===== src/epa_pkg.sv =====
// Shared types and constants of the energy pulse accumulator.
`timescale 1ns / 1ps

package epa_pkg;

    // Channel layout: three groups of four, phases A, B, C then the phase total
    localparam int CHANNELS    = 12;
    localparam int CH_GROUP    = 4;
    localparam int CH_ACTIVE   = 0;
    localparam int CH_REACTIVE = 4;
    localparam int CH_APPARENT = 8;
    localparam int CH_TOTAL    = 3;

    // Field widths
    localparam int POWER_IN_W    = 32;
    localparam int APPARENT_IN_W = 31;
    localparam int POWER_W       = 34;
    localparam int HF_W          = 16;
    localparam int PULSE_W       = 16;
    localparam int CFG_INDEX_W   = 8;
    localparam int CFG_DATA_W    = 16;

    // Configuration register indexes
    localparam logic [CFG_INDEX_W-1:0] CFG_ACTIVE_HF   = 8'd0;
    localparam logic [CFG_INDEX_W-1:0] CFG_REACTIVE_HF = 8'd1;
    localparam logic [HF_W-1:0]        HF_MIN          = 16'd10;

    // Registered stages ahead of the residue update (front register included)
    localparam int STAGES = 7;

    // Tick energy: divide by 36000 = 32 * 1125, the odd part by reciprocal
    localparam int TICK_PRE_SHIFT = 5;
    localparam int TICK_ODD       = 1125;
    localparam int TICK_SHIFT     = 40;
    localparam int TICK_IN_W      = 28;
    localparam int TICK_RECIP_W   = 30;
    localparam int ENERGY_W       = 18;
    localparam logic [63:0] TICK_RECIP =
        ((64'd1 << TICK_SHIFT) + 64'(TICK_ODD) - 64'd1) / 64'(TICK_ODD);

    // Pulse split of one tick's units: 1000000 = 64 * 15625
    localparam int UNIT_PRE_SHIFT = 6;
    localparam int UNIT_ODD       = 15625;
    localparam int UNIT_SHIFT     = 44;
    localparam int UNIT_IN_W      = 28;
    localparam int UNIT_RECIP_W   = 31;
    localparam logic [63:0] UNIT_RECIP =
        ((64'd1 << UNIT_SHIFT) + 64'(UNIT_ODD) - 64'd1) / 64'(UNIT_ODD);

    localparam int DELTA_W = 34;
    localparam int QUOT_W  = 15;
    localparam int REM_W   = 20;
    localparam int DQ_W    = 16;

    localparam logic [REM_W-1:0]   PULSE_UNITS = 20'd1000000;
    localparam logic [PULSE_W-1:0] MAX_PULSES  = 16'hFFFF;

    typedef logic signed [POWER_W-1:0] power_t;
    typedef logic [PULSE_W-1:0]        pulse_t;

    // Pipeline control shared by all lanes
    typedef struct packed {
        logic [STAGES-1:0] load;
        logic              commit;
        logic              run;
    } lane_ctl_t;

endpackage


===== src/epa_front.sv =====
// Front register: widens the phase powers and forms the three phase totals.
`timescale 1ns / 1ps

module epa_front (
    input  logic                                     clk,
    input  logic                                     load,
    input  logic signed [epa_pkg::POWER_IN_W-1:0]    active_a_mw,
    input  logic signed [epa_pkg::POWER_IN_W-1:0]    active_b_mw,
    input  logic signed [epa_pkg::POWER_IN_W-1:0]    active_c_mw,
    input  logic signed [epa_pkg::POWER_IN_W-1:0]    reactive_a_mvar,
    input  logic signed [epa_pkg::POWER_IN_W-1:0]    reactive_b_mvar,
    input  logic signed [epa_pkg::POWER_IN_W-1:0]    reactive_c_mvar,
    input  logic        [epa_pkg::APPARENT_IN_W-1:0] apparent_a_mva,
    input  logic        [epa_pkg::APPARENT_IN_W-1:0] apparent_b_mva,
    input  logic        [epa_pkg::APPARENT_IN_W-1:0] apparent_c_mva,
    output epa_pkg::power_t                          power [epa_pkg::CHANNELS]
);
    import epa_pkg::*;

    power_t power_next [CHANNELS];
    power_t power_reg  [CHANNELS];

    // Widen each phase, then add the three phases of each kind
    always_comb
    begin
        power_next[CH_ACTIVE + 0]   = POWER_W'(active_a_mw);
        power_next[CH_ACTIVE + 1]   = POWER_W'(active_b_mw);
        power_next[CH_ACTIVE + 2]   = POWER_W'(active_c_mw);
        power_next[CH_REACTIVE + 0] = POWER_W'(reactive_a_mvar);
        power_next[CH_REACTIVE + 1] = POWER_W'(reactive_b_mvar);
        power_next[CH_REACTIVE + 2] = POWER_W'(reactive_c_mvar);
        power_next[CH_APPARENT + 0] = power_t'({3'b000, apparent_a_mva});
        power_next[CH_APPARENT + 1] = power_t'({3'b000, apparent_b_mva});
        power_next[CH_APPARENT + 2] = power_t'({3'b000, apparent_c_mva});
        power_next[CH_ACTIVE + CH_TOTAL] = power_next[CH_ACTIVE + 0]
            + power_next[CH_ACTIVE + 1] + power_next[CH_ACTIVE + 2];
        power_next[CH_REACTIVE + CH_TOTAL] = power_next[CH_REACTIVE + 0]
            + power_next[CH_REACTIVE + 1] + power_next[CH_REACTIVE + 2];
        power_next[CH_APPARENT + CH_TOTAL] = power_next[CH_APPARENT + 0]
            + power_next[CH_APPARENT + 1] + power_next[CH_APPARENT + 2];
    end

    // Hold the item's powers while the stage is stalled
    always_ff @(posedge clk)
    begin
        if (load)
        begin
            power_reg <= power_next;
        end
    end

    assign power = power_reg;

endmodule


===== config.mk =====
export PLATFORM = sky130hd
export DESIGN_NAME = epa_front
export DESIGN_NICKNAME = d
export VERILOG_FILES = /design/src/epa_pkg.sv /design/src/epa_front.sv
export SDC_FILE = /design/constraint.sdc
export NUM_CORES = 1
export LEC_CHECK = 0
export BUFFER_PORTS_ARGS = -buffer_cell sky130_fd_sc_hd__buf_2
export CORE_AREA = 2 2 272 274
export DETAILED_ROUTE_END_ITERATION = 10
export DIE_AREA = 0 0 274 276
export GPL_ROUTABILITY_DRIVEN = 0
export PLACE_DENSITY_LB_ADDON = 0.25
export SLEW_MARGIN = 20
export SYNTH_ARGS = -nofsm -noshare
export SYNTH_HDL_FRONTEND = slang
export SYNTH_SLANG_ARGS = --single-unit

===== constraint.sdc =====
create_clock -name clk -period 4.1 [get_ports clk]
set_input_delay 0.41 -clock clk [delete_from_list [all_inputs] [get_ports clk]]
set_output_delay 0.41 -clock clk [all_outputs]
set_load 0.005 [all_outputs]

**Word level (Yosys, flattened, before mapping)**

Index checks and enable logic that the tools add are counted.

- Bitwise operators: 0
- Muxes and demuxes: 0
- Div/mod/pow operators: 0
- Equal/unequal tests: 0
- $lt $le $gt $ge: 0
- Add/sub/neg operators: 6
- Reduce and logical (&&, ||, !) cells: 0
- Shift operators: 0
- $mul: 0

Operators by type and width:

| kind | number |
|---|---|
| adder 33 x 32 -> 34 bit | 2 |
| adder 32 x 32 -> 33 bit | 2 |
| adder 32 x 31 -> 33 bit | 1 |
| adder 31 x 31 -> 32 bit | 1 |

- Output and inout bits: 408
- RAM bits: 0
- Latch bits: 0
- Memories: 0
- Input bits: 287
- Bits in read-only memories: 0
- Register bits after elaboration: 387
- Word-level logic and storage cells: 18

**Logic depth before layout (Yosys ltp)**

- Depth in word-level cells: 2
- Gate-level depth with buffers: 12

**Least setup slack after synthesis**

Ideal clock, no wire load.

- Path kind: in2reg
- Start: input port reactive_a_mvar[1] in the netlist's numbering
- End: register power_reg, in the netlist power[163], data pin
- Arrival: 2.990 ns
- Data required time: 3.839 ns
- Stages on the path: 10
- Buffers on the path: 0
- Path slack: 0.849 ns
- Path through: fa_1 > ha_1 > fa_1 > a21o_1 > a21oi_1 > o211ai_1 > a221oi_2 > a211o_1 > a21oi_1 > a311o_1

RTL lines:

| what | RTL line | text |
|---|---|---|
| start: declaration | epa_front.sv:10 | `input logic signed [epa_pkg::POWER_IN_W-1:0] reactive_a_mvar,` |
| end signal: assignment | epa_front.sv:48 | `power_reg <= power_next;` |
| end: declaration | epa_front.sv:21 | `power_t power_reg [CHANNELS];` |

==> impl_metrics.csv <==
group,metric,value,unit
min_path,holdCritPathClass,"primary input to flip-flop",
pwr,comb_power_share,26.6,%
timing,fin_crit_sh,88.2,%
global_routing,grt_max_degree,98,
logic_synthesis,async_flop_share,0,%
timing,setup_viol,0,
pwr,switching_share,29.7,%
timing,setup_slack,0.486,ns
pwr,switchingPower,3770,µW
logic_synthesis,ys_seq_area_share,61.0,%
logic_synthesis,syn_avg_cell_area,14.9,µm²
timing,slew_headroom,38.7,%
global_routing,grt_pass1_wl,90300,µm
timing,min_period,3.61,ns
floorplanning,die_area,0.0756,mm²
route,routedWlPerCell,20.5,µm
floorplanning,core,0.0726,mm²
route,routed_wl,61500,µm
worst_setup_path,cp-start-kind,"primary input",
finish,multi_input_area,0.00700,mm²
finish,syn2layout_area_growth,33.2,%
worst_setup_path,crit_fanout,3,
floorplanning,die_y,276,µm
route,via_count,13700,
cts,cts_max_path_buffers,3,
placement,port_buffers,684,
pwr,p_per_area,502,mW/mm²
logic_synthesis,synth.distinct_cells,76,
floorplanning,start_util,26.2,%
pwr,irDropWorstVdd,0.340,mV
timing,tightest_slew,0.919,ns
timing,fmax,0.277,GHz
placement,hpwl,50100,µm
pwr,seqPwrFrac,40.8,%
worst_setup_path,worstSetupStartpoint,"active_b_mw[0]",
worst_setup_path,required,4.41,ns
cts,numCtsBuffers,47,
global_routing,grt_util_all_layers,15.8,%
floorplanning,die_w,274,µm
worst_setup_path,cp.arrival,3.93,ns
route,detail-route-antenna-nets,0,
finish,fin_area,0.0253,mm²
placement,postPlaceCellArea,0.0235,mm²
finish,instances_no_fill,3001,
finish,largest_reg_flops,386,
cts,tritoncts,"built",
finish,nets,2483,
route,route.detailed.drc,0,
finish,layout_common_cells,"buf_2 (683), edfxtp_1 (386), fa_1 (98)",
logic_synthesis,netlist_area,0.0190,mm²
cts,post_cts_buffers,0,
timing,setup_tns,0,ns
timing,rsz0062_at_grt,"no",
cts,clk_pin_slew_worst_paths,0.06,ns
cts,clock_sinks,386,
placement,post-place-cells,2890,
worst_setup_path,end_kind,"flip-flop",
floorplanning,pin_count,695,
logic_synthesis,netlist_instances,1272,
min_path,min_from,"apparent_c_mva[12]",
finish,drive_gt1_share,38.1,%
finish,ff_latch_area,0.0116,mm²
global_routing,grt_pass1_vias,14300,
pwr,p_int,8920,µW
finish,final_common_cell,"buf_2",
pwr,p_clk_share,32.6,%
floorplanning,num_rows,99,
logic_synthesis,ys.flop_type,"edfxtp_1",
timing,slew_viol_final,0,
flow_run,maxCapViolCount,0,
placement,post-place-ws,0.372,ns
timing,finalHoldViolations,0,
global_routing,antenna_found_initial,9,
timing,timing.hold.ws,0.0485,ns
logic_synthesis,synth_edf_count,386,
worst_setup_path,crit_type,"primary input to flip-flop",
route,dr.first_iter.drc_count,731,
route,dr.pass1.iters,5,
pwr,p_leak,0.0106,µW
logic_synthesis,yosys_warnings,0,
global_routing,grt_overflow,0,
cts,cts_root_buffer,"clkbuf_16",
logic_synthesis,yosys_register_bits,386,
finish,nFillCells,7217,
route,vias_per_cell,4.55,
run_status,status,"complete, no violations",
cts,cts_max_level,2,
[path summary, 6_finish.rpt]
path,end,cells past startpoint
worst max-delay path,power[299],14
worst min-delay path,power[46],1
[power by group through the flow]
stage               Combinational [µW]  Sequential, µW  Clock, µW
floorplan                         1720            5330          0
global route                      3750            5230       4430
CTS                               3420            5190       4280
detailed placement                3380            5260          0
finish                            3380            5170       4140
global placement                  3380            5250          0
[metrics by stage]
step | total power [µW] | util (%)
2_1_floorplan | 7050 | -
3_3_place_gp | 8630 | 32.4
3_5_place_dp | 8640 | 32.4
4_1_cts | 12900 | 34.8
5_1_grt | 13400 | 34.8
6_report | 12700 | 34.9
[cell usage after synthesis, drive strengths merged (6+ instances only)]
master,instances,area (µm²)
buf,23,170
nand2,41,154
o211ai,13,97.6
clkbuf,26,98.8
a211oi,13,97.6
nor3,20,100
fa,98,1960
nand4,18,113
and3,13,86.3
o21a,14,105
a21o,48,360
a31oi,11,68.8
o21ai,48,240
nor2b,6,37.5
nor2,59,221
nand2b,8,50.1
xor2,33,289
a21oi,94,474
xnor2,40,350
and2,7,43.8
inv,43,161
nand3,22,110
ha,94,1180
o21bai,14,105
edfxtp,386,11600
[worst max-delay path: stages]
cell	delay, ns
dlygate4sd3_1	0.54
buf_2	0.13
inv_1	0.07
fa_1	0.18
inv_1	0.06
ha_1	0.20
fa_1	0.41
a21o_1	0.24
a22oi_1	0.19
nor4bb_1	0.57
o41ai_1	0.22
a31oi_1	0.43
o211ai_1	0.13
o211a_1	0.13
[cells by family (layout without fill, tap and decap cells)]
family	after synthesis	after routing	share of synthesized area (%)
other	1	13	0.0198
AND/OR/NAND/NOR	216	216	5.81
flip-flops	386	386	61.0
XOR/XNOR	73	73	3.37
buffers and inverters	92	850	2.27
adder cells (fa/ha/maj)	192	192	16.5
AO/OA/AOI/OAI	308	308	10.7
multiplexers	4	4	0.217
[metal layers]
layer / vias to the layer above / GRT usage (%) / wire [µm]
li1: 6298 / - / -
met1: 6720 / 18.4 / 23800
met2: 563 / 27.8 / 31000
met3: 75 / 5.00 / 5490
met4: 8 / 4.10 / 1170
met5: - / 0 / 48
[cell type report]
class | count | area share (%)
multi-input combinational | 803 | 27.7
tap | 959 | 4.74
sequential | 386 | 45.8
clock inverter | 30 | 1.07
inverter | 43 | 0.638
antenna | 3 | 0.0297
clock buffer | 54 | 4.92
timing repair buffer | 723 | 15.1
[what timing repair did]
action                                 4_1_cts  5_1_grt
endpoints found under the hold margin       24        0
hold buffers                                24        0
gates resized for setup                      0        0
(Power assumes the default switching activity.)
