## config.mk

```make
export PLATFORM = sky130hd
export DESIGN_NAME = epa_lane
export DESIGN_NICKNAME = d
export VERILOG_FILES = /design/src/epa_pkg.sv /design/src/epa_lane.sv
export SDC_FILE = /design/constraint.sdc
export NUM_CORES = 2
export LEC_CHECK = 0
export BUFFER_PORTS_ARGS = -buffer_cell sky130_fd_sc_hd__buf_2
export CORE_UTILIZATION = 60
export CTS_CLUSTER_DIAMETER = 120
export DETAILED_ROUTE_END_ITERATION = 8
export GPL_TIMING_DRIVEN = 0
export MAX_ROUTING_LAYER = met4
export PLACE_DENSITY = 0.77
export SYNTH_ARGS = -nofsm -noshare
export SYNTH_HDL_FRONTEND = slang
export SYNTH_SLANG_ARGS = --single-unit
```

## constraint.sdc

```tcl
create_clock -name clk -period 19.9 [get_ports clk]
set_clock_uncertainty 0.15 [all_clocks]
set_input_delay 2.985 -clock clk [delete_from_list [all_inputs] [get_ports clk]]
set_output_delay 2.985 -clock clk [all_outputs]
set_load 0.01 [all_outputs]
```

## src/epa_pkg.sv

```systemverilog
// Shared types and constants of the energy pulse accumulator.
`timescale 1ns / 1ps

package epa_pkg;

    // Channel layout: three groups of four, phases A, B, C then the phase total
    localparam int CHANNELS    = 12;
    localparam int CH_GROUP    = 4;
    localparam int CH_ACTIVE   = 0;
    localparam int CH_REACTIVE = 4;
    localparam int CH_APPARENT = 8;
    localparam int CH_TOTAL    = 3;

    // Field widths
    localparam int POWER_IN_W    = 32;
    localparam int APPARENT_IN_W = 31;
    localparam int POWER_W       = 34;
    localparam int HF_W          = 16;
    localparam int PULSE_W       = 16;
    localparam int CFG_INDEX_W   = 8;
    localparam int CFG_DATA_W    = 16;

    // Configuration register indexes
    localparam logic [CFG_INDEX_W-1:0] CFG_ACTIVE_HF   = 8'd0;
    localparam logic [CFG_INDEX_W-1:0] CFG_REACTIVE_HF = 8'd1;
    localparam logic [HF_W-1:0]        HF_MIN          = 16'd10;

    // Registered stages ahead of the residue update (front register included)
    localparam int STAGES = 7;

    // Tick energy: divide by 36000 = 32 * 1125, the odd part by reciprocal
    localparam int TICK_PRE_SHIFT = 5;
    localparam int TICK_ODD       = 1125;
    localparam int TICK_SHIFT     = 40;
    localparam int TICK_IN_W      = 28;
    localparam int TICK_RECIP_W   = 30;
    localparam int ENERGY_W       = 18;
    localparam logic [63:0] TICK_RECIP =
        ((64'd1 << TICK_SHIFT) + 64'(TICK_ODD) - 64'd1) / 64'(TICK_ODD);

    // Pulse split of one tick's units: 1000000 = 64 * 15625
    localparam int UNIT_PRE_SHIFT = 6;
    localparam int UNIT_ODD       = 15625;
    localparam int UNIT_SHIFT     = 44;
    localparam int UNIT_IN_W      = 28;
    localparam int UNIT_RECIP_W   = 31;
    localparam logic [63:0] UNIT_RECIP =
        ((64'd1 << UNIT_SHIFT) + 64'(UNIT_ODD) - 64'd1) / 64'(UNIT_ODD);

    localparam int DELTA_W = 34;
    localparam int QUOT_W  = 15;
    localparam int REM_W   = 20;
    localparam int DQ_W    = 16;

    localparam logic [REM_W-1:0]   PULSE_UNITS = 20'd1000000;
    localparam logic [PULSE_W-1:0] MAX_PULSES  = 16'hFFFF;

    typedef logic signed [POWER_W-1:0] power_t;
    typedef logic [PULSE_W-1:0]        pulse_t;

    // Pipeline control shared by all lanes
    typedef struct packed {
        logic [STAGES-1:0] load;
        logic              commit;
        logic              run;
    } lane_ctl_t;

endpackage

```

## src/epa_lane.sv

```systemverilog
// One energy channel: tick energy, pulse-unit scaling and the residue update.
`timescale 1ns / 1ps

module epa_lane #(
    parameter int RESIDUE_WIDTH = 48
) (
    input  logic                      clk,
    input  logic                      rst_n,
    input  epa_pkg::lane_ctl_t        ctl,
    input  logic [epa_pkg::HF_W-1:0]  hf,
    input  epa_pkg::power_t           power,
    output epa_pkg::pulse_t           count
);
    import epa_pkg::*;

    // Residue kept as whole pulses (hi) and units below one pulse (lo)
    localparam int HI_W = RESIDUE_WIDTH - 19;
    localparam logic [63:0] UNITS64 = 64'(PULSE_UNITS);
    localparam logic [63:0] HALF    = 64'd1 << (RESIDUE_WIDTH - 1);
    localparam logic [63:0] HMAX_U  = (HALF - 64'd1) / UNITS64;
    localparam logic [63:0] LMAX_U  = (HALF - 64'd1) % UNITS64;
    localparam logic [63:0] HMIN_U  = HALF / UNITS64 + 64'd1;
    localparam logic [63:0] LMIN_U  = UNITS64 - HALF % UNITS64;
    localparam logic signed [HI_W:0] HI_MAX = $signed(HMAX_U[HI_W:0]);
    localparam logic signed [HI_W:0] HI_MIN = -$signed(HMIN_U[HI_W:0]);
    localparam logic [REM_W-1:0]     LO_MAX = LMAX_U[REM_W-1:0];
    localparam logic [REM_W-1:0]     LO_MIN = LMIN_U[REM_W-1:0];
    localparam logic signed [HI_W:0] HI_ONE = (HI_W+1)'(1);
    localparam logic signed [HI_W:0] HI_CAP = $signed((HI_W+1)'(MAX_PULSES));

    logic [POWER_W-1:0]                   mag;
    logic [TICK_IN_W-1:0]                 mp_a_next;
    logic [TICK_IN_W+TICK_RECIP_W-1:0]    tick_prod;
    logic [UNIT_IN_W+UNIT_RECIP_W-1:0]    unit_prod;
    logic [DELTA_W-1:0]                   rem_full;
    logic signed [DQ_W-1:0]               quot_s;
    logic signed [DQ_W-1:0]               dq_next;
    logic [REM_W-1:0]                     dr_next;

    logic                      neg_a_reg;
    logic [TICK_IN_W-1:0]      mp_a_reg;
    logic                      neg_b_reg;
    logic [ENERGY_W-1:0]       energy_b_reg;
    logic                      neg_c_reg;
    logic [DELTA_W-1:0]        dmag_c_reg;
    logic                      neg_d_reg;
    logic [DELTA_W-1:0]        dmag_d_reg;
    logic [QUOT_W-1:0]         quot_d_reg;
    logic                      neg_e_reg;
    logic [QUOT_W-1:0]         quot_e_reg;
    logic [REM_W-1:0]          rem_e_reg;
    logic signed [DQ_W-1:0]    dq_f_reg;
    logic [REM_W-1:0]          dr_f_reg;

    logic signed [HI_W-1:0]    hi_reg;
    logic signed [HI_W-1:0]    hi_next;
    logic [REM_W-1:0]          lo_reg;
    logic [REM_W-1:0]          lo_next;

    logic [REM_W:0]            lo_sum;
    logic                      carry;
    logic [REM_W-1:0]          lo_wrap;
    logic [REM_W-1:0]          lo_sat;
    logic signed [HI_W:0]      hi_sum;
    logic signed [HI_W:0]      hi_sat;
    logic signed [HI_W:0]      hi_left;
    logic                      fire;
    pulse_t                    pulses_now;

    // Magnitude of the power, low five bits dropped for the 32 factor
    assign mag       = (power < 0) ? POWER_W'(-power) : POWER_W'(power);
    assign mp_a_next = mag[TICK_PRE_SHIFT +: TICK_IN_W];

    // Divide by 1125 through the reciprocal, exact over the input range
    assign tick_prod = (TICK_IN_W+TICK_RECIP_W)'(mp_a_reg)
                     * (TICK_IN_W+TICK_RECIP_W)'(TICK_RECIP[TICK_RECIP_W-1:0]);

    // Whole pulses in the scaled energy: divide by 15625 after the 64 factor
    assign unit_prod = (UNIT_IN_W+UNIT_RECIP_W)'(dmag_c_reg[UNIT_PRE_SHIFT +: UNIT_IN_W])
                     * (UNIT_IN_W+UNIT_RECIP_W)'(UNIT_RECIP[UNIT_RECIP_W-1:0]);

    // Units left over below one pulse
    assign rem_full = dmag_d_reg - DELTA_W'(quot_d_reg) * DELTA_W'(PULSE_UNITS);

    // Floor split of the signed energy: remainder always in [0, one pulse)
    assign quot_s = $signed({1'b0, quot_e_reg});
    always_comb
    begin
        if (!neg_e_reg)
        begin
            dq_next = quot_s;
            dr_next = rem_e_reg;
        end
        else if (rem_e_reg == '0)
        begin
            dq_next = -quot_s;
            dr_next = '0;
        end
        else
        begin
            dq_next = -quot_s - DQ_W'(1);
            dr_next = PULSE_UNITS - rem_e_reg;
        end
    end

    // Advance the arithmetic pipeline in step with the other lanes
    always_ff @(posedge clk)
    begin
        if (ctl.load[1])
        begin
            neg_a_reg <= (power < 0);
            mp_a_reg  <= mp_a_next;
        end
        if (ctl.load[2])
        begin
            neg_b_reg    <= neg_a_reg;
            energy_b_reg <= tick_prod[TICK_SHIFT +: ENERGY_W];
        end
        if (ctl.load[3])
        begin
            neg_c_reg  <= neg_b_reg;
            dmag_c_reg <= DELTA_W'(energy_b_reg) * DELTA_W'(hf);
        end
        if (ctl.load[4])
        begin
            neg_d_reg  <= neg_c_reg;
            dmag_d_reg <= dmag_c_reg;
            quot_d_reg <= unit_prod[UNIT_SHIFT +: QUOT_W];
        end
        if (ctl.load[5])
        begin
            neg_e_reg  <= neg_d_reg;
            quot_e_reg <= quot_d_reg;
            rem_e_reg  <= rem_full[REM_W-1:0];
        end
        if (ctl.load[6])
        begin
            dq_f_reg <= dq_next;
            dr_f_reg <= dr_next;
        end
    end

    // Add the energy, clamp to the residue range, then emit whole pulses
    always_comb
    begin
        lo_sum  = {1'b0, lo_reg} + {1'b0, dr_f_reg};
        carry   = (lo_sum >= {1'b0, PULSE_UNITS});
        lo_wrap = carry ? REM_W'(lo_sum - {1'b0, PULSE_UNITS}) : lo_sum[REM_W-1:0];
        hi_sum  = (HI_W+1)'(hi_reg) + (HI_W+1)'(dq_f_reg) + (HI_W+1)'(carry);

        if (hi_sum > HI_MAX || (hi_sum == HI_MAX && lo_wrap > LO_MAX))
        begin
            hi_sat = HI_MAX;
            lo_sat = LO_MAX;
        end
        else if (hi_sum < HI_MIN || (hi_sum == HI_MIN && lo_wrap < LO_MIN))
        begin
            hi_sat = HI_MIN;
            lo_sat = LO_MIN;
        end
        else
        begin
            hi_sat = hi_sum;
            lo_sat = lo_wrap;
        end

        // a residue of exactly one pulse stays put
        fire = (hi_sat > HI_ONE) || (hi_sat == HI_ONE && lo_sat != '0);
        if (!fire)
        begin
            pulses_now = '0;
        end
        else if (hi_sat > HI_CAP)
        begin
            pulses_now = MAX_PULSES;
        end
        else
        begin
            pulses_now = hi_sat[PULSE_W-1:0];
        end
        hi_left = hi_sat - (HI_W+1)'(pulses_now);

        if (!ctl.run)
        begin
            hi_next    = '0;
            lo_next    = '0;
            pulses_now = '0;
        end
        else
        begin
            hi_next = hi_left[HI_W-1:0];
            lo_next = lo_sat;
        end
    end

    // Update the residue once per item as it leaves the pipeline
    always_ff @(posedge clk or negedge rst_n)
    begin
        if (!rst_n)
        begin
            hi_reg <= '0;
            lo_reg <= '0;
        end
        else if (ctl.commit)
        begin
            hi_reg <= hi_next;
            lo_reg <= lo_next;
        end
    end

    assign count = pulses_now;

    a_lo_below_pulse: assert property (@(posedge clk) disable iff (!rst_n)
        lo_reg < PULSE_UNITS)
        else $error("residue units below one pulse out of range");

    a_stop_clears: assert property (@(posedge clk) disable iff (!rst_n)
        ctl.commit && !ctl.run |=> hi_reg == '0 && lo_reg == '0)
        else $error("residue not cleared by a stopped tick");

endmodule

```

-- Word level (Yosys, flattened, before mapping)
Cells that the tools add are included.
- flip-flop bits (word level): 240
- input port bits: 61
- output and inout port bits: 16
- word-level logic and storage cells: 65
- $add $sub $neg: 10
- multipliers: 4
- $lt $le $gt $ge: 8
- equality and inequality tests: 3
- multiplexer cells: 15
- reduce and logical (&&, ||, !) cells: 8
- operator list (kind ; count):
    20-bit two-way mux ; 6
    16-bit two-way mux ; 4
    30-bit by 29-bit == test with 1-bit output (second input constant) ; 2
    30-bit two-way mux ; 2
    28-bit by 31-bit multiplier with 59-bit output (second input constant) ; 1
    28-bit by 29-bit multiplier with 57-bit output (second input constant) ; 1
    34-bit by 1-bit less-than comparator with 1-bit output (second input constant) ; 1
    18-bit by 16-bit multiplier with 34-bit output ; 1
    33-bit two-way mux ; 1
    33-bit negation ; 1
    29-bit by 16-bit adder with 30-bit output ; 1
    30-bit by 1-bit adder with 30-bit output ; 1
    30-bit by 2-bit == test with 1-bit output (second input constant) ; 1
    30-bit by 17-bit greater-than comparator with 1-bit output (second input constant) ; 1
    30-bit by 2-bit greater-than comparator with 1-bit output (second input constant) ; 1
    30-bit by 29-bit greater-than comparator with 1-bit output (second input constant) ; 1
    30-bit by 29-bit less-than comparator with 1-bit output (second input constant) ; 1
    29-bit two-way mux ; 1
    29-bit by 16-bit subtractor with 29-bit output ; 1
    20-bit by 20-bit adder with 21-bit output ; 1
    21-bit by 20-bit >= comparator with 1-bit output (second input constant) ; 1
    20-bit by 19-bit greater-than comparator with 1-bit output (second input constant) ; 1
    20-bit logical NOT ; 1
    20-bit less-than comparator (second input constant) ; 1
    other kinds (10) ; 14

-- Logic depth before layout (Yosys ltp)
- depth in word-level cells: 14
- depth in mapped cells: 50
- gate-level depth less buffers: 47

-- Worst setup path after synthesis
Ideal clock, no wire load.
- kind: register to register
- start point: register lo_reg[0]
- end point: register hi_reg[26]
- library setup time: 0.121 ns
- arrival time: 10.912 ns
- path slack: 8.717 ns
- cell stages (with the launch flop): 49
- buffers on the path: 3
- period minus slack after synthesis: 11.183 ns
- path through: dfrtp_1 > ha_1 > inv_1 > fa_1 > nand2b_1 > a211oi_1 > nor4_1 > or3_1 > clkbuf_1 > ha_1 > a2111oi_0 > o2111ai_1 > a31oi_4 > inv_2 > buf_2 > fa_1 > fa_1 > a211oi_1 > (+13 left out) > ha_1 > nor2b_1 > o21ai_0 > a21oi_1 > o21ai_0 > a21boi_0 > o21ai_0 > a21oi_1 > o21ai_0 > a21boi_0 > o21a_1 > o21ai_0 > a21oi_1 > nor4b_1 > nand3_1 > nor2_1 > xor2_1 > a22o_1
- word-level cells in the longest chain between the ends: 14
- RTL lines (item ; line ; RTL):
    start: declaration ; epa_lane.sv:57 ; logic [REM_W-1:0] lo_reg;
    start signal: assignment ; epa_lane.sv:207 ; lo_reg <= lo_next;
    20-bit by 20-bit adder with 21-bit output (*) ; epa_lane.sv:146 ; lo_sum = {1'b0, lo_reg} + {1'b0, dr_f_reg};
    branches (longest 11 deep; another with 30-bit by 1-bit adder with 30-bit output) ; n/a ;
    29-bit by 16-bit subtractor with 29-bit output (*) ; epa_lane.sv:181 ; hi_left = hi_sat - (HI_W+1)'(pulses_now);
    29-bit two-way mux (*) ; epa_lane.sv:183 ; if (!ctl.run)
    end signal: assignment ; epa_lane.sv:206 ; hi_reg <= hi_next;
    end: declaration ; epa_lane.sv:55 ; logic signed [HI_W-1:0] hi_reg;
Mark *: on every way between the ends.
A chain may end at the register's enable or synchronous reset.

-- Worst setup path after layout
- start point: register lo_reg[0]
- end point: register hi_reg[28]
The elaborated chain is that of the path after synthesis.

==> reports/metrics.cfg <==
[run_status]
status = finished, final reports clean

[floorplan]
io_pins = 77
initial_utilization_pct = 60.71
dieArea_sq_um = 81070
die_h_um = 284.7
core-area_sq_um = 79000
chipWidth_um = 284.7
rows = 103

[cells_and_area]
area_growth_pct = 5.604
fin_area_sq_um = 50650
largest_reg_flops = 34
final_nets = 6535
post_route_cells_drive_above_1_share_pct = 3.376

[cts]
cts_resized = 0
cts.path.max_buffers = 3
hold_buffers = 0
cts_tree = done
post-cts-setup-buffers = 0
htreeDepth = 1
clockRootBuffer = clkbuf_16
clk_pin_slew_ns = 0.06
clock_sinks = 240
cts_made_buffers = 29
clk_latency_ns = 0.60

[critical_path]
worst-r2r-setup-slack_ns = 5.35
crit_top_cell = o21ai_0
critPathLaunchType = flop
r2r_start = lo_reg[0]
worstSetupPathType = reg2reg
path_buf_inv = 5
crit_arrival_ns = 14.91
worst_setup_path_end_kind = flop
crit_fanout = 10
cp.required_ns = 20.27
crit_family = compound AO/OA/AOI/OAI gates
r2r_end = hi_reg[28]
worstRegToRegCells = 48
crit_path_max_incr_delay_ns = 1.01
crit_slowest_cell = o41ai_1

[routing]
vias_per_cell = 5.672
wl_per_cell_um = 19.11
wirelength_um = 113500
drt-initial-drc-count = 2163
ant_nets = 0
drcViolationCount = 0
vias = 33694
dr.pass1.iters = 6

[timing]
worst_slew_pin_slew_ns = 1.157
maxSlewHeadroom_pct = 22.86
post-route-period-util_pct = 73.10
finalSetupViolCount = 0
hold_viol = 0
setup_slack_ns = 5.353
maxSlewViolCount = 0
fmax_ghz = 0.06874
whs_ns = 0.2692
tns_ns = 0
post-route-min-period_ns = 14.55
grt_setup_unrepaired = false

[worst_hold_path]
min_to = neg_c_reg
hp-start = neg_b_reg
hp-class = reg2reg
hold_depth = 0

[synthesis]
syn_avg_cell_area_sq_um = 10.06
synth_area_sq_um = 47960
synth-seq-cells = 240
synth_enable_flop_cells = 191
synth_cell_types = 86
synthFlopType = edfxtp_1
ys_warn_count = 0
async_flop_share_pct = 20.42
synthCells = 4768
synth_fp_nets = 6438
ys_seq_area_share_pct = 14.52

[global_route]
grt_pass1_wl_um = 186400
grt_max_degree = 50
first_global_vias = 35872
grt_use_total_pct = 29.93
overflow = 0
antenna_found_initial = 2

[placed_design]
portBuffers = 66
placed_cell_area_sq_um = 49610
gp_congestion = 1.017
post-dp-hpwl_um = 96350
place_ws_ns = 5.809

[job]
drv_cap = 0

## logic make-up (layout without fill, tap and decap cells)
logic type / after synthesis / count (layout) / share of synthesized area [%]
fa+ha+maj: 1609 / 1609 / 54.15
buf+inv: 1193 / 1313 / 9.353
simple gates: 878 / 878 / 9.034
compound gates: 623 / 623 / 8.805
flops: 240 / 240 / 14.52
xor+xnor: 219 / 219 / 4.015
mux: 6 / 6 / 0.1252
other cells: 0 / 2 / 0
## Yosys cell counts (19+ instances only)
| cell | n | area, sq um |
|---|---|---|
| a21o_1 | 85 | 638.1 |
| a21oi_1 | 144 | 720.7 |
| a22o_1 | 21 | 183.9 |
| a31oi_1 | 19 | 118.9 |
| and2_1 | 124 | 775.7 |
| and3_1 | 24 | 150.1 |
| clkbuf_1 | 84 | 315.3 |
| dfrtp_1 | 49 | 1226 |
| edfxtp_1 | 191 | 5736 |
| fa_1 | 778 | 15570 |
| ha_1 | 831 | 10400 |
| inv_1 | 1094 | 4106 |
| nand2_1 | 300 | 1126 |
| nand2b_1 | 29 | 181.4 |
| nand3_1 | 57 | 285.3 |
| nand4_1 | 30 | 187.7 |
| nor2_1 | 149 | 559.3 |
| nor2b_1 | 28 | 175.2 |
| nor3_1 | 48 | 240.2 |
| o211ai_1 | 20 | 150.1 |
| o21a_1 | 33 | 247.7 |
| o21ai_0 | 119 | 595.6 |
| o21bai_1 | 19 | 142.6 |
| or3_1 | 25 | 156.4 |
| xnor2_1 | 159 | 1393 |
| xor2_1 | 59 | 516.8 |
## per-stage QoR
step | instances | util (%)
3_3_place_gp | 5884 | 62.79
6_report | 5940 | 64.11
3_5_place_dp | 5884 | 62.79
2_1_floorplan | 4768 | -
4_1_cts | 5938 | 64.11
5_1_grt | 5940 | 64.11
## worst max-delay path by stage
| stage | start | to | cells past startpoint |
|---|---|---|---|
| CTS | lo_reg[0] | hi_reg[26] | 48 |
| global route | lo_reg[0] | hi_reg[28] | 48 |
| global placement | lo_reg[0] | hi_reg[26] | 48 |
| floorplan | lo_reg[0] | hi_reg[26] | 48 |
| detailed placement | lo_reg[0] | hi_reg[26] | 48 |
| finish | lo_reg[0] | hi_reg[28] | 48 |
## cell usage in the layout (no fill, tap or decap), types with 17 or more instances in the layout
master / n
dfrtp_1: 49
and2_1: 124
xnor2_1: 159
a21o_1: 85
inv_1: 1094
and3_1: 24
ha_1: 831
fa_1: 778
a31oi_1: 19
nand4_1: 30
clkbuf_1: 88
nand3_1: 57
or2_2: 18
o21ai_0: 119
a21oi_1: 144
clkbuf_16: 30
edfxtp_1: 191
buf_2: 72
a22o_1: 21
nand2_1: 300
nor3_1: 48
o21a_1: 33
o31ai_1: 17
or3_1: 25
o211ai_1: 20
nor2_1: 149
nor2b_1: 28
xor2_1: 59
o21bai_1: 19
nand2b_1: 29
## layer usage
metal | global-route usage (%) | vias to the layer above | share of wire, %
met3 | 3.716 | 224 | 6.3
met4 | 8.548 | 0 | 3.3
met5 | - | - | 0
met1 | 39.73 | 16798 | 43
met2 | 48.38 | 1019 | 48
li1 | - | 15653 | -
## area by class of cell
| cell class | count | area [sq um] |
|---|---|---|
| buffer | 95 | 364.1 |
| inverter | 1098 | 4121 |
| tap | 1050 | 1314 |
| clock inverter | 18 | 245.2 |
| fill | 6277 | 28350 |
| timing repair buffer | 66 | 330.3 |
| antenna | 2 | 5.005 |
| clock buffer | 36 | 793.3 |
| sequential | 240 | 6962 |
| multi-input combinational | 3335 | 36510 |
Power is left out: the tool's default activity adds up to more than one toggle a clock period on the data nets, which glitch-free logic cannot reach.
