### config.mk
export PLATFORM = sky130hd
export DESIGN_NAME = epa_merge_flat
export DESIGN_NICKNAME = d
export VERILOG_FILES = /design/src/epa_pkg.sv /design/src/epa_out_if.sv /design/src/epa_merge.sv /design/src/flat_wrapper.sv
export SDC_FILE = /design/constraint.sdc
export NUM_CORES = 1
export LEC_CHECK = 0
export ABC_AREA = 1
export BUFFER_PORTS_ARGS = -buffer_cell sky130_fd_sc_hd__buf_2
export CORE_MARGIN = 8
export CORE_UTILIZATION = 30
export CTS_CLUSTER_SIZE = 8
export DETAILED_ROUTE_END_ITERATION = 8
export HOLD_SLACK_MARGIN = 0.08
export PLACE_DENSITY = 0.7
export SLEW_MARGIN = 10
export SYNTH_ARGS = -nofsm -noshare
export SYNTH_HDL_FRONTEND = slang
export SYNTH_SLANG_ARGS = --single-unit
### constraint.sdc
create_clock -name clk -period 0.8 [get_ports clk]
set_input_delay 0.24 -clock clk [delete_from_list [all_inputs] [get_ports clk]]
set_output_delay 0.24 -clock clk [all_outputs]
set_load 0.02 [all_outputs]
### src/epa_pkg.sv
// Shared types and constants of the energy pulse accumulator.
`timescale 1ns / 1ps

package epa_pkg;

    // Channel layout: three groups of four, phases A, B, C then the phase total
    localparam int CHANNELS    = 12;
    localparam int CH_GROUP    = 4;
    localparam int CH_ACTIVE   = 0;
    localparam int CH_REACTIVE = 4;
    localparam int CH_APPARENT = 8;
    localparam int CH_TOTAL    = 3;

    // Field widths
    localparam int POWER_IN_W    = 32;
    localparam int APPARENT_IN_W = 31;
    localparam int POWER_W       = 34;
    localparam int HF_W          = 16;
    localparam int PULSE_W       = 16;
    localparam int CFG_INDEX_W   = 8;
    localparam int CFG_DATA_W    = 16;

    // Configuration register indexes
    localparam logic [CFG_INDEX_W-1:0] CFG_ACTIVE_HF   = 8'd0;
    localparam logic [CFG_INDEX_W-1:0] CFG_REACTIVE_HF = 8'd1;
    localparam logic [HF_W-1:0]        HF_MIN          = 16'd10;

    // Registered stages ahead of the residue update (front register included)
    localparam int STAGES = 7;

    // Tick energy: divide by 36000 = 32 * 1125, the odd part by reciprocal
    localparam int TICK_PRE_SHIFT = 5;
    localparam int TICK_ODD       = 1125;
    localparam int TICK_SHIFT     = 40;
    localparam int TICK_IN_W      = 28;
    localparam int TICK_RECIP_W   = 30;
    localparam int ENERGY_W       = 18;
    localparam logic [63:0] TICK_RECIP =
        ((64'd1 << TICK_SHIFT) + 64'(TICK_ODD) - 64'd1) / 64'(TICK_ODD);

    // Pulse split of one tick's units: 1000000 = 64 * 15625
    localparam int UNIT_PRE_SHIFT = 6;
    localparam int UNIT_ODD       = 15625;
    localparam int UNIT_SHIFT     = 44;
    localparam int UNIT_IN_W      = 28;
    localparam int UNIT_RECIP_W   = 31;
    localparam logic [63:0] UNIT_RECIP =
        ((64'd1 << UNIT_SHIFT) + 64'(UNIT_ODD) - 64'd1) / 64'(UNIT_ODD);

    localparam int DELTA_W = 34;
    localparam int QUOT_W  = 15;
    localparam int REM_W   = 20;
    localparam int DQ_W    = 16;

    localparam logic [REM_W-1:0]   PULSE_UNITS = 20'd1000000;
    localparam logic [PULSE_W-1:0] MAX_PULSES  = 16'hFFFF;

    typedef logic signed [POWER_W-1:0] power_t;
    typedef logic [PULSE_W-1:0]        pulse_t;

    // Pipeline control shared by all lanes
    typedef struct packed {
        logic [STAGES-1:0] load;
        logic              commit;
        logic              run;
    } lane_ctl_t;

endpackage

### src/epa_out_if.sv
// Pulse result channel: twelve per-tick pulse counts.
`timescale 1ns / 1ps

interface epa_out_if;
    import epa_pkg::*;

    logic   valid;
    logic   ready;
    pulse_t active_a_pulses;
    pulse_t active_b_pulses;
    pulse_t active_c_pulses;
    pulse_t active_total_pulses;
    pulse_t reactive_a_pulses;
    pulse_t reactive_b_pulses;
    pulse_t reactive_c_pulses;
    pulse_t reactive_total_pulses;
    pulse_t apparent_a_pulses;
    pulse_t apparent_b_pulses;
    pulse_t apparent_c_pulses;
    pulse_t apparent_total_pulses;

    modport source (
        output valid, active_a_pulses, active_b_pulses, active_c_pulses,
               active_total_pulses, reactive_a_pulses, reactive_b_pulses,
               reactive_c_pulses, reactive_total_pulses, apparent_a_pulses,
               apparent_b_pulses, apparent_c_pulses, apparent_total_pulses,
        input  ready
    );

    modport sink (
        input  valid, active_a_pulses, active_b_pulses, active_c_pulses,
               active_total_pulses, reactive_a_pulses, reactive_b_pulses,
               reactive_c_pulses, reactive_total_pulses, apparent_a_pulses,
               apparent_b_pulses, apparent_c_pulses, apparent_total_pulses,
        output ready
    );
endinterface

### src/epa_merge.sv
// Output register: gathers the twelve lane counts into one result item.
`timescale 1ns / 1ps

module epa_merge (
    input  logic            clk,
    input  logic            rst_n,
    input  logic            commit,
    input  epa_pkg::pulse_t count [epa_pkg::CHANNELS],
    output logic            room,
    epa_out_if.source       pulses
);
    import epa_pkg::*;

    logic   out_valid_reg;
    logic   out_valid_next;
    pulse_t count_reg [CHANNELS];

    // Take a new item when the register is empty or being emptied
    assign room = !out_valid_reg || pulses.ready;

    always_comb
    begin
        if (commit)
        begin
            out_valid_next = 1'b1;
        end
        else if (pulses.ready)
        begin
            out_valid_next = 1'b0;
        end
        else
        begin
            out_valid_next = out_valid_reg;
        end
    end

    always_ff @(posedge clk or negedge rst_n)
    begin
        if (!rst_n)
        begin
            out_valid_reg <= 1'b0;
        end
        else
        begin
            out_valid_reg <= out_valid_next;
        end
    end

    // Hold the counts until the item is taken
    always_ff @(posedge clk)
    begin
        if (commit)
        begin
            count_reg <= count;
        end
    end

    assign pulses.valid                 = out_valid_reg;
    assign pulses.active_a_pulses       = count_reg[CH_ACTIVE + 0];
    assign pulses.active_b_pulses       = count_reg[CH_ACTIVE + 1];
    assign pulses.active_c_pulses       = count_reg[CH_ACTIVE + 2];
    assign pulses.active_total_pulses   = count_reg[CH_ACTIVE + CH_TOTAL];
    assign pulses.reactive_a_pulses     = count_reg[CH_REACTIVE + 0];
    assign pulses.reactive_b_pulses     = count_reg[CH_REACTIVE + 1];
    assign pulses.reactive_c_pulses     = count_reg[CH_REACTIVE + 2];
    assign pulses.reactive_total_pulses = count_reg[CH_REACTIVE + CH_TOTAL];
    assign pulses.apparent_a_pulses     = count_reg[CH_APPARENT + 0];
    assign pulses.apparent_b_pulses     = count_reg[CH_APPARENT + 1];
    assign pulses.apparent_c_pulses     = count_reg[CH_APPARENT + 2];
    assign pulses.apparent_total_pulses = count_reg[CH_APPARENT + CH_TOTAL];

endmodule

### src/flat_wrapper.sv
// flat-port wrapper written by rule: the top's interface ports become plain ports
module epa_merge_flat import epa_pkg::*;
  (clk, rst_n, commit, count, room, pulses_valid, pulses_active_a_pulses, pulses_active_b_pulses, pulses_active_c_pulses, pulses_active_total_pulses, pulses_reactive_a_pulses, pulses_reactive_b_pulses, pulses_reactive_c_pulses, pulses_reactive_total_pulses, pulses_apparent_a_pulses, pulses_apparent_b_pulses, pulses_apparent_c_pulses, pulses_apparent_total_pulses, pulses_ready);
  epa_out_if pulses_i ();
  input  logic clk;
  input  logic rst_n;
  input  logic commit;
  input  epa_pkg::pulse_t count[epa_pkg::CHANNELS];
  output logic room;
  output wire logic [$bits(pulses_i.valid)-1:0] pulses_valid;
  output wire logic [$bits(pulses_i.active_a_pulses)-1:0] pulses_active_a_pulses;
  output wire logic [$bits(pulses_i.active_b_pulses)-1:0] pulses_active_b_pulses;
  output wire logic [$bits(pulses_i.active_c_pulses)-1:0] pulses_active_c_pulses;
  output wire logic [$bits(pulses_i.active_total_pulses)-1:0] pulses_active_total_pulses;
  output wire logic [$bits(pulses_i.reactive_a_pulses)-1:0] pulses_reactive_a_pulses;
  output wire logic [$bits(pulses_i.reactive_b_pulses)-1:0] pulses_reactive_b_pulses;
  output wire logic [$bits(pulses_i.reactive_c_pulses)-1:0] pulses_reactive_c_pulses;
  output wire logic [$bits(pulses_i.reactive_total_pulses)-1:0] pulses_reactive_total_pulses;
  output wire logic [$bits(pulses_i.apparent_a_pulses)-1:0] pulses_apparent_a_pulses;
  output wire logic [$bits(pulses_i.apparent_b_pulses)-1:0] pulses_apparent_b_pulses;
  output wire logic [$bits(pulses_i.apparent_c_pulses)-1:0] pulses_apparent_c_pulses;
  output wire logic [$bits(pulses_i.apparent_total_pulses)-1:0] pulses_apparent_total_pulses;
  input wire logic [$bits(pulses_i.ready)-1:0] pulses_ready;
  assign pulses_valid = pulses_i.valid;
  assign pulses_active_a_pulses = pulses_i.active_a_pulses;
  assign pulses_active_b_pulses = pulses_i.active_b_pulses;
  assign pulses_active_c_pulses = pulses_i.active_c_pulses;
  assign pulses_active_total_pulses = pulses_i.active_total_pulses;
  assign pulses_reactive_a_pulses = pulses_i.reactive_a_pulses;
  assign pulses_reactive_b_pulses = pulses_i.reactive_b_pulses;
  assign pulses_reactive_c_pulses = pulses_i.reactive_c_pulses;
  assign pulses_reactive_total_pulses = pulses_i.reactive_total_pulses;
  assign pulses_apparent_a_pulses = pulses_i.apparent_a_pulses;
  assign pulses_apparent_b_pulses = pulses_i.apparent_b_pulses;
  assign pulses_apparent_c_pulses = pulses_i.apparent_c_pulses;
  assign pulses_apparent_total_pulses = pulses_i.apparent_total_pulses;
  assign pulses_i.ready = pulses_ready;
  epa_merge u_core (.clk(clk), .rst_n(rst_n), .commit(commit), .count(count), .room(room), .pulses(pulses_i));
endmodule
==> metrics.cfg, run 1 <==
[yosys]
synthArstFlopShare=0.00518
syn_avg_cell_area_um2=29.5
synth-seq-cells=193
synth_largest_area_cell=edfxtp_1
synthTopCellsByCount=edfxtp_1 (192), inv_1 (2), nand2_2 (2), dfrtp_1 (1)
ys_types=4
synth_area_um2=5810
syn_nets=393
synth_most_common_cell=edfxtp_1
yosys.area.top_type_share=0.992
ys_seq_area_frac=0.997
synthCells=197
synthFlopType=edfxtp_1
yosys_warnings=0
synthTopCellsByArea=edfxtp_1 (99%), dfrtp_1 (0.43%), nand2_2 (0.22%)
synth_edf_count=192

[floorplan]
start_util=0.303
dieHeight_um=155
io_pins=390
dieWidth_um=155
rows=51

[clocking]
post_cts_buffers=0
h-tree-depth=4
numCtsBuffers=17
cts.sinks=193
cts.path.max_buffers=2
ctsHoldBuffers=179
ctsResizeCount=181
root_buffer=clkbuf_16

[placed_design]
place_congestion=0.806
hpwl_um=13700
numPortBuffers=389
placed_cell_area_um2=8250

[status]
status=stopped before the end
lastStage=clock tree synthesis (4_1_cts)
firstError=[ERROR RSZ-0060] Max buffer count reached.

-- kinds of logic after synthesis --
group                  count (synthesis)  synth area share
flip-flops                           193             0.997
buffers and inverters                  2           0.00129
AND/OR/NAND/NOR                        2           0.00215
-- per-stage QoR --
step                std cells  TNS (ns)   util  hold WS [ns]  worst slack (ns)
detailed placement        861    -42.85  0.430        0.0184            -0.249
global placement          861    -41.59  0.430        0.0159            -0.240
floorplan                 197         0      -       -0.0556           0.00805
==> run 2: changes to the inputs <==
- CORE_UTILIZATION: 30 -> 20
- CTS_CLUSTER_SIZE: 8 -> unset
- HOLD_SLACK_MARGIN: 0.08 -> unset
- PLACE_DENSITY: 0.7 -> unset
- PLACE_DENSITY_LB_ADDON: unset -> 0.15
==> metrics.cfg, run 2 <==
[floorplan]
dieArea_um2=34800
core_um2=28600
start_util=0.203
dieWidth_um=186
dieHeight_um=186
rows=62
io_pins=390

[yosys]
synth_area_um2=5810
synth_edf_count=192
ys_types=4
synthTopCellsByArea=edfxtp_1 (99%), dfrtp_1 (0.43%), nand2_2 (0.22%)
syn_avg_cell_area_um2=29.5
ys_seq_area_frac=0.997
synth_largest_area_cell=edfxtp_1
synth_most_common_cell=edfxtp_1
synthArstFlopShare=0.00518
syn_nets=393
synthTopCellsByCount=edfxtp_1 (192), inv_1 (2), nand2_2 (2), dfrtp_1 (1)
synth-seq-cells=193
yosys_warnings=0
synthCells=197
yosys.area.top_type_share=0.992
synthFlopType=edfxtp_1

[routing]
drtIter0Drc=130
first_pass_iters=4
viasPerCell=3.61
vias=4351
drt_drc_violations_left=0
routed_wirelength_um=20600
avgRoutedWirePerCell_um=17.0
antenna_left=0

[sta]
layout_min_cycle_time_ns=1.26
slew_headroom=0.858
grt_setup_unrepaired=true
hold_viol_final=0
drv_slew=0
timing.fmax_mhz=796
worstMarginPinSlew_ns=0.212
setup_violations=194
skew_ns=0
setup_slack_ns=-0.457
hold-worst-slack_ns=0.0348
finalCritPeriodShare=1.57

[finish]
layout-drive-gt1-share=0.529
nNetsFinal=1005
final_cell_mix=buf_2 (222), edfxtp_1 (192), dlygate4sd3_1 (190)
layout_commonest_cell=buf_2
syn2layout_area_growth_pct=104
antenna_cells=0
finalCoreUtilization=0.415

[pwr]
p_int_uw=18400
clockPowerShare=0.328
p_seq_frac=0.503
max-vdd-ir-drop_v=0.000935
leakagePower_uw=0.00494
swShare=0.254
netSwitchingPower_uw=6250
combPwrFrac=0.170
power_density_nw_per_um2=2070
fin_total_pwr_uw=24600

[clocking]
cts_tree=built
clk_pin_slew_ns=0.07
cts.sinks=193
post_cts_buffers=0
cts.path.max_buffers=2
h-tree-depth=4
clock_latency_ns=0.41
root_buffer=clkbuf_16
numCtsBuffers=17

[grt]
grt_overflow=0
antenna_found_initial=0
grt_pass1_vias=5233
grt_max_degree=40
grt_pass1_wl_um=30800
grt_usage=0.115

[min_path]
hp-class=primary input to register

[setup_path]
crit_family=flip-flops
crit_arrival_ns=1.02
end_kind=output port
critPathRequiredTime_ns=0.56
path_cells=nand2_4 -> buf_6
slowest_stage=dfrtp_2
cp-start-kind=register
cp_num_buf_inv=1
slowest_delay_ns=0.43
cp_max_fo=2
worstSetupPathType=register to output port

[placed_design]
numPortBuffers=389
place_congestion=0.785
hpwl_um=15000

[job]
maxCapViolations=0

[status]
status=finished with violations
violations=negative setup slack

[run 2: cell counts after synthesis]
No cell type changed its count.
[run 2: layer usage]
| layer | vias to the layer above | track usage | share of wire |
|---|---|---|---|
| met5 | - | 0 | 0 |
| met4 | 0 | 0.0272 | 0.0086 |
| met3 | 8 | 0.0492 | 0.081 |
| met2 | 209 | 0.209 | 0.54 |
| met1 | 2109 | 0.119 | 0.38 |
| li1 | 2025 | - | - |
[run 2: worst paths after layout]
kind                                      from                                 end  slack [ns]  cells past startpoint
max reg2reg                u_core.pulses.valid                 u_core.pulses.valid        0.07                      3
max                        u_core.pulses.valid                                room       -0.46                      2
max in group asynchronous                rst_n                 u_core.pulses.valid        0.57                      2
min in group asynchronous                rst_n                 u_core.pulses.valid        0.14                      2
min                                 count[103]  u_core.pulses.reactive_b_pulses[7]        0.03                      1
min reg2reg                u_core.pulses.valid                 u_core.pulses.valid        0.63                      3
[run 2: power groups by stage]
stage	combinational (µW)	sequential [µW]	clock [µW]
2_1_floorplan	14.8	13500	0
3_3_place_gp	2710	12400	0
3_5_place_dp	2710	12400	0
4_1_cts	4010	12300	8380
5_1_grt	4380	12500	8780
6_report	4180	12400	8070
[run 2: cell families (layout without fill, tap and decap cells)]
logic type,Yosys count,count (layout),synth area share
buf+inv,2,627,0.00129
simple gates,2,2,0.00215
flops,193,193,0.997
[run 2: cell type report]
class / count / area (µm²)
Timing Repair Buffer: 593 / 5030
Fill cell: 2571 / 16700
Tap cell: 384 / 480
Clock inverter: 15 / 126
Inverter: 2 / 7.51
Sequential cell: 193 / 5790
Clock buffer: 17 / 425
Multi-Input combinational cell: 2 / 17.5
[run 2: repair_timing]
item / in CTS / in global routing
hold endpoints to repair: 186 / 4
gates resized for setup: 248 / 84
hold buffers: 186 / 4
endpoints found under the setup margin: 194 / 194
[run 2: worst register-to-register path, delay by kind of cell, from the launching register on]
kind,cells,cell delay (ns)
DFF,1,0.43
and+or+nand+nor,2,0.10
buffers and inverters,1,0.10
[run 2: metrics by stage]
step / setup TNS (ns) / std cells / area (µm²) / setup WS [ns]
global route: -86.84 / 1206 / 11900 / -0.505
floorplan: 0 / 197 / 5820 / 0.00805
CTS: -81.75 / 1202 / 11600 / -0.484
detailed placement: -48.26 / 984 / 8380 / -0.290
finish: -75.61 / 1206 / 11900 / -0.457
global placement: -44.37 / 984 / 8380 / -0.264
(Power assumes the default switching activity.)
==> run 3: changes to the inputs <==
- clock period: 0.8 -> 1.24 ns (I/O delays scaled with it)
==> metrics.cfg, run 3 (same netlist as run 2, synthesis figures left out) <==
[sta]
layout_min_cycle_time_ns=1.38
hold_viol_final=0
finalCritPeriodShare=1.11
hold-worst-slack_ns=0.128
setup_slack_ns=-0.142
setup_violations=194
slew_headroom=0.838
timing.fmax_mhz=723
worstMarginPinSlew_ns=0.243
skew_ns=0
drv_slew=0
grt_setup_unrepaired=true

[placed_design]
place_inst=986
numPortBuffers=389
hpwl_um=14900
place_congestion=0.790
pre_cts_ws_ns=-0.0250

[floorplan]
dieArea_um2=34800
dieWidth_um=186
dieHeight_um=186
io_pins=390
rows=62
start_util=0.203
core_um2=28600

[setup_path]
crit_arrival_ns=1.01
r2r_setup_slack_ns=0.61
critPathRequiredTime_ns=0.87
slowest_stage=dfrtp_1
cp_max_fo=2
timing.rr.end=u_core.pulses.valid
slowest_delay_ns=0.40
rr_startpoint=u_core.pulses.valid
crit_start=u_core.pulses.valid
rr_worst_depth=2
path_cells=nand2_2 -> buf_6
end_kind=output port
worstSetupPathType=register to output port
cp-start-kind=register

[min_path]
worstHoldPathCells=1
hp-class=primary input to register
hold_path_end=u_core.pulses.active_total_pulses[7]
hp-start=count[135]

[grt]
grt_usage=0.105
grt_pass1_wl_um=27600
grt_overflow=0
grt_max_degree=32
antenna_found_initial=1
grt_pass1_vias=4171

[clocking]
root_buffer=clkbuf_16
cts.sinks=193
h-tree-depth=4
cts.path.max_buffers=2
clk_pin_slew_ns=0.07
numCtsBuffers=17
clock_latency_ns=0.41
cts_tree=built
post_cts_buffers=0

[routing]
routed_wirelength_um=18600
viasPerCell=3.56
drtIter0Drc=127
route.met2.wl_um=9730
vias=3619
first_pass_iters=4
top_layer=met5
antenna_left=0
avgRoutedWirePerCell_um=18.3
met1_length_um=6930
drt_drc_violations_left=0
wl_met3_um=1780

[pwr]
max-vdd-ir-drop_v=0.000681
power_density_nw_per_um2=1610
leakagePower_uw=0.00422

[finish]
antenna_cells=0
multiInputGateArea_um2=12.5
layout_commonest_cell=buf_2
syn2layout_area_growth_pct=74.9
ff_latch_area_um2=5790
layout-drive-gt1-share=0.690
stdcell_count=1016
final_cell_mix=buf_2 (212), edfxtp_1 (192), buf_6 (174)
nNetsFinal=818
fillers=2748

[status]
violations=negative setup slack
status=finished with violations

[job]
maxCapViolations=0

[run 3: cell type report]
type	instances	area share
Tap cell	384	0.0473
Sequential cell	193	0.570
Inverter	2	0.000739
Clock buffer	17	0.0419
Timing Repair Buffer	406	0.317
Clock inverter	12	0.0225
Multi-Input combinational cell	2	0.00123
[run 3: critical path: cells and delay by family, from the launching register on]
family        cells  cell delay [ns]
buf+inv           1             0.12
flops             1             0.40
simple gates      1             0.08
[run 3: how the worst max path moves through the flow]
stage                                     endpoint  cells past startpoint  slack, ns
6_report                                      room                      2      -0.14
5_1_grt                                       room                      2      -0.20
4_1_cts                 pulses_active_c_pulses[12]                      1      -0.17
3_5_place_dp   u_core.pulses.reactive_c_pulses[11]                      2      -0.03
3_3_place_gp      u_core.pulses.active_b_pulses[0]                      2      0.001
2_1_floorplan                                 room                      1       0.26
[run 3: report_power, final]
part	internal (µW)	switching, µW
sequential	7760	241
clock	3780	2360
combinational	1100	1120
[run 3: routing by layer]
metal  vias to the layer above  track usage
met2                       214        0.184
met5                         -            0
met3                        10       0.0522
li1                       1645            -
met1                      1748        0.111
met4                         2       0.0275
[run 3: repair_timing]
action / CTS / global route
pin swaps: 1 / 0
endpoints found under the setup margin: 194 / 194
resized for setup: 263 / 88
hold buffers: 1 / 0
hold endpoints to repair: 1 / 0
gates cloned: 0 / 0
[run 3: stage by stage]
| step | cell area (µm²) | TNS, ns | power [µW] | utilization |
|---|---|---|---|---|
| floorplan | 5810 | 0 | 8710 | - |
| global placement | 8400 | 0 | 9770 | 0.294 |
| detailed placement | 8400 | -0.348 | 9770 | 0.294 |
| CTS | 9890 | -21.44 | 16500 | 0.346 |
| global route | 10200 | -26.26 | 17000 | 0.355 |
| finish | 10200 | -14.95 | 16400 | 0.355 |
==> run 4: changes to the inputs <==
- CTS_BUF_LIST: unset -> sky130_fd_sc_hd__clkbuf_2
- REMOVE_ABC_BUFFERS: unset -> 1
- clock period: 1.24 -> 1.55 ns (I/O delays scaled with it)
==> metrics.cfg, run 4 (same netlist as run 2, synthesis figures left out) <==
[status]
status=finished with violations
violations=negative setup slack

[sta]
setup_slack_ns=-0.282
layout_min_cycle_time_ns=1.83
finalCritPeriodShare=1.18
worstMarginPinSlew_ns=0.401
skew_ns=0
fin_setup_tns_ns=-41.63
setup_violations=194
grt_setup_unrepaired=true
hold_viol_final=0
timing.fmax_mhz=546
slew_headroom=0.733
drv_slew=0

[clocking]
cts.path.max_buffers=2
cts.sinks=193
clock_latency_ns=0.70
clk_pin_slew_ns=0.30
root_buffer=clkbuf_2
h-tree-depth=4
numCtsBuffers=17
cts_tree=built

[min_path]
hp-class=primary input to register
worstHoldPathCells=1

[pwr]
power_density_nw_per_um2=936
leakagePower_uw=0.00485
max-vdd-ir-drop_v=0.000362

[setup_path]
worstSetupPathType=register to output port
end_kind=output port
cp_max_fo=2
critPathRequiredTime_ns=1.08
crit_arrival_ns=1.37
cp-start-kind=register
rr_worst_depth=4

[routing]
drtIter0Drc=94
viasPerCell=3.62
vias=4404
routed_wirelength_um=21000
antenna_left=0
first_pass_iters=4
avgRoutedWirePerCell_um=17.2
drt_drc_violations_left=0

[floorplan]
dieWidth_um=186
core_um2=28600
io_pins=390
dieHeight_um=186
start_util=0.203
rows=62
dieArea_um2=34800

[placed_design]
place_congestion=0.793
pre_cts_ws_ns=0.140
hpwl_um=14900
place_inst=988
numPortBuffers=389

[grt]
antenna_found_initial=1
grt_pass1_wl_um=31700
grt_usage=0.118
grt_overflow=0
grt_pass1_vias=5335
grt_max_degree=31

[finish]
layout-drive-gt1-share=0.530
nNetsFinal=1015
final_cell_mix=buf_2 (216), dlygate4sd3_1 (195), edfxtp_1 (192)
syn2layout_area_growth_pct=101
stdcell_count=1217
layout_commonest_cell=buf_2

[job]
maxCapViolations=0

run 4: changes by cell type in the layout (fill, tap and decap cells not counted), sizes merged:
| cell | change |
|---|---|
| bufinv | -6 |
| inv | +4 |
| clkbuf | +2 |
| clkinv | +2 |
| buf | +3 |
| dlygate4sd3 | +194 |
| clkinvlp | +1 |
| diode | +1 |
run 4: where the power goes:
group	switching (µW)	internal, µW	leakage [µW]
clock network	1830	503	0.000135
registers	192	6200	0.00189
logic	996	1200	0.00283
run 4: final cells by class:
class | count | area [µm²]
antenna | 1 | 2.50
clock buffer | 19 | 95.1
multi-input combinational | 2 | 12.5
tap | 384 | 480
clock inverter | 13 | 118
fill | 2592 | 17000
inverter | 2 | 7.51
timing repair buffer | 603 | 5160
sequential | 193 | 5790
run 4: worst max-delay path: stages (launching register included):
cell and delay (ns):
dfrtp_1 0.47, nand2_2 0.08, buf_6 0.11
run 4: final timing paths:
check | startpoint | to | slack (ns)
min in group asynchronous | rst_n | u_core.pulses.valid | 0.54
worst max-delay path | u_core.pulses.valid | room | -0.28
worst max register to register | u_core.pulses.valid | u_core.pulses.valid | 0.25
max in group asynchronous | rst_n | u_core.pulses.valid | 0.92
worst min register to register | u_core.pulses.valid | u_core.pulses.valid | 1.23
worst min-delay path | commit | u_core.pulses.active_total_pulses[7] | 0.20
run 4: layer usage:
metal	part of all wire	GRT usage
met2	0.54	0.215
met3	0.075	0.0447
met5	0	0
met1	0.37	0.121
met4	0.022	0.0425
run 4: repair_timing:
action / in CTS / in global routing
setup buffers: 1 / 0
endpoints found under the hold margin: 194 / 0
pin swaps: 1 / 0
endpoints found under the setup margin: 194 / 194
resized for setup: 219 / 126
hold buffers: 195 / 0
run 4: through the flow:
step                      total power (µW)  area, µm²   util  hold WS (ns)
final                                10900      11700  0.407         0.202
after global routing                 11400      11700  0.407        0.0370
after CTS                            11000      11300  0.394        0.0567
after detailed placement              7820       8420  0.294         0.241
after global placement                7830       8420  0.294         0.240
after floorplan                       6970       5810      -         0.169
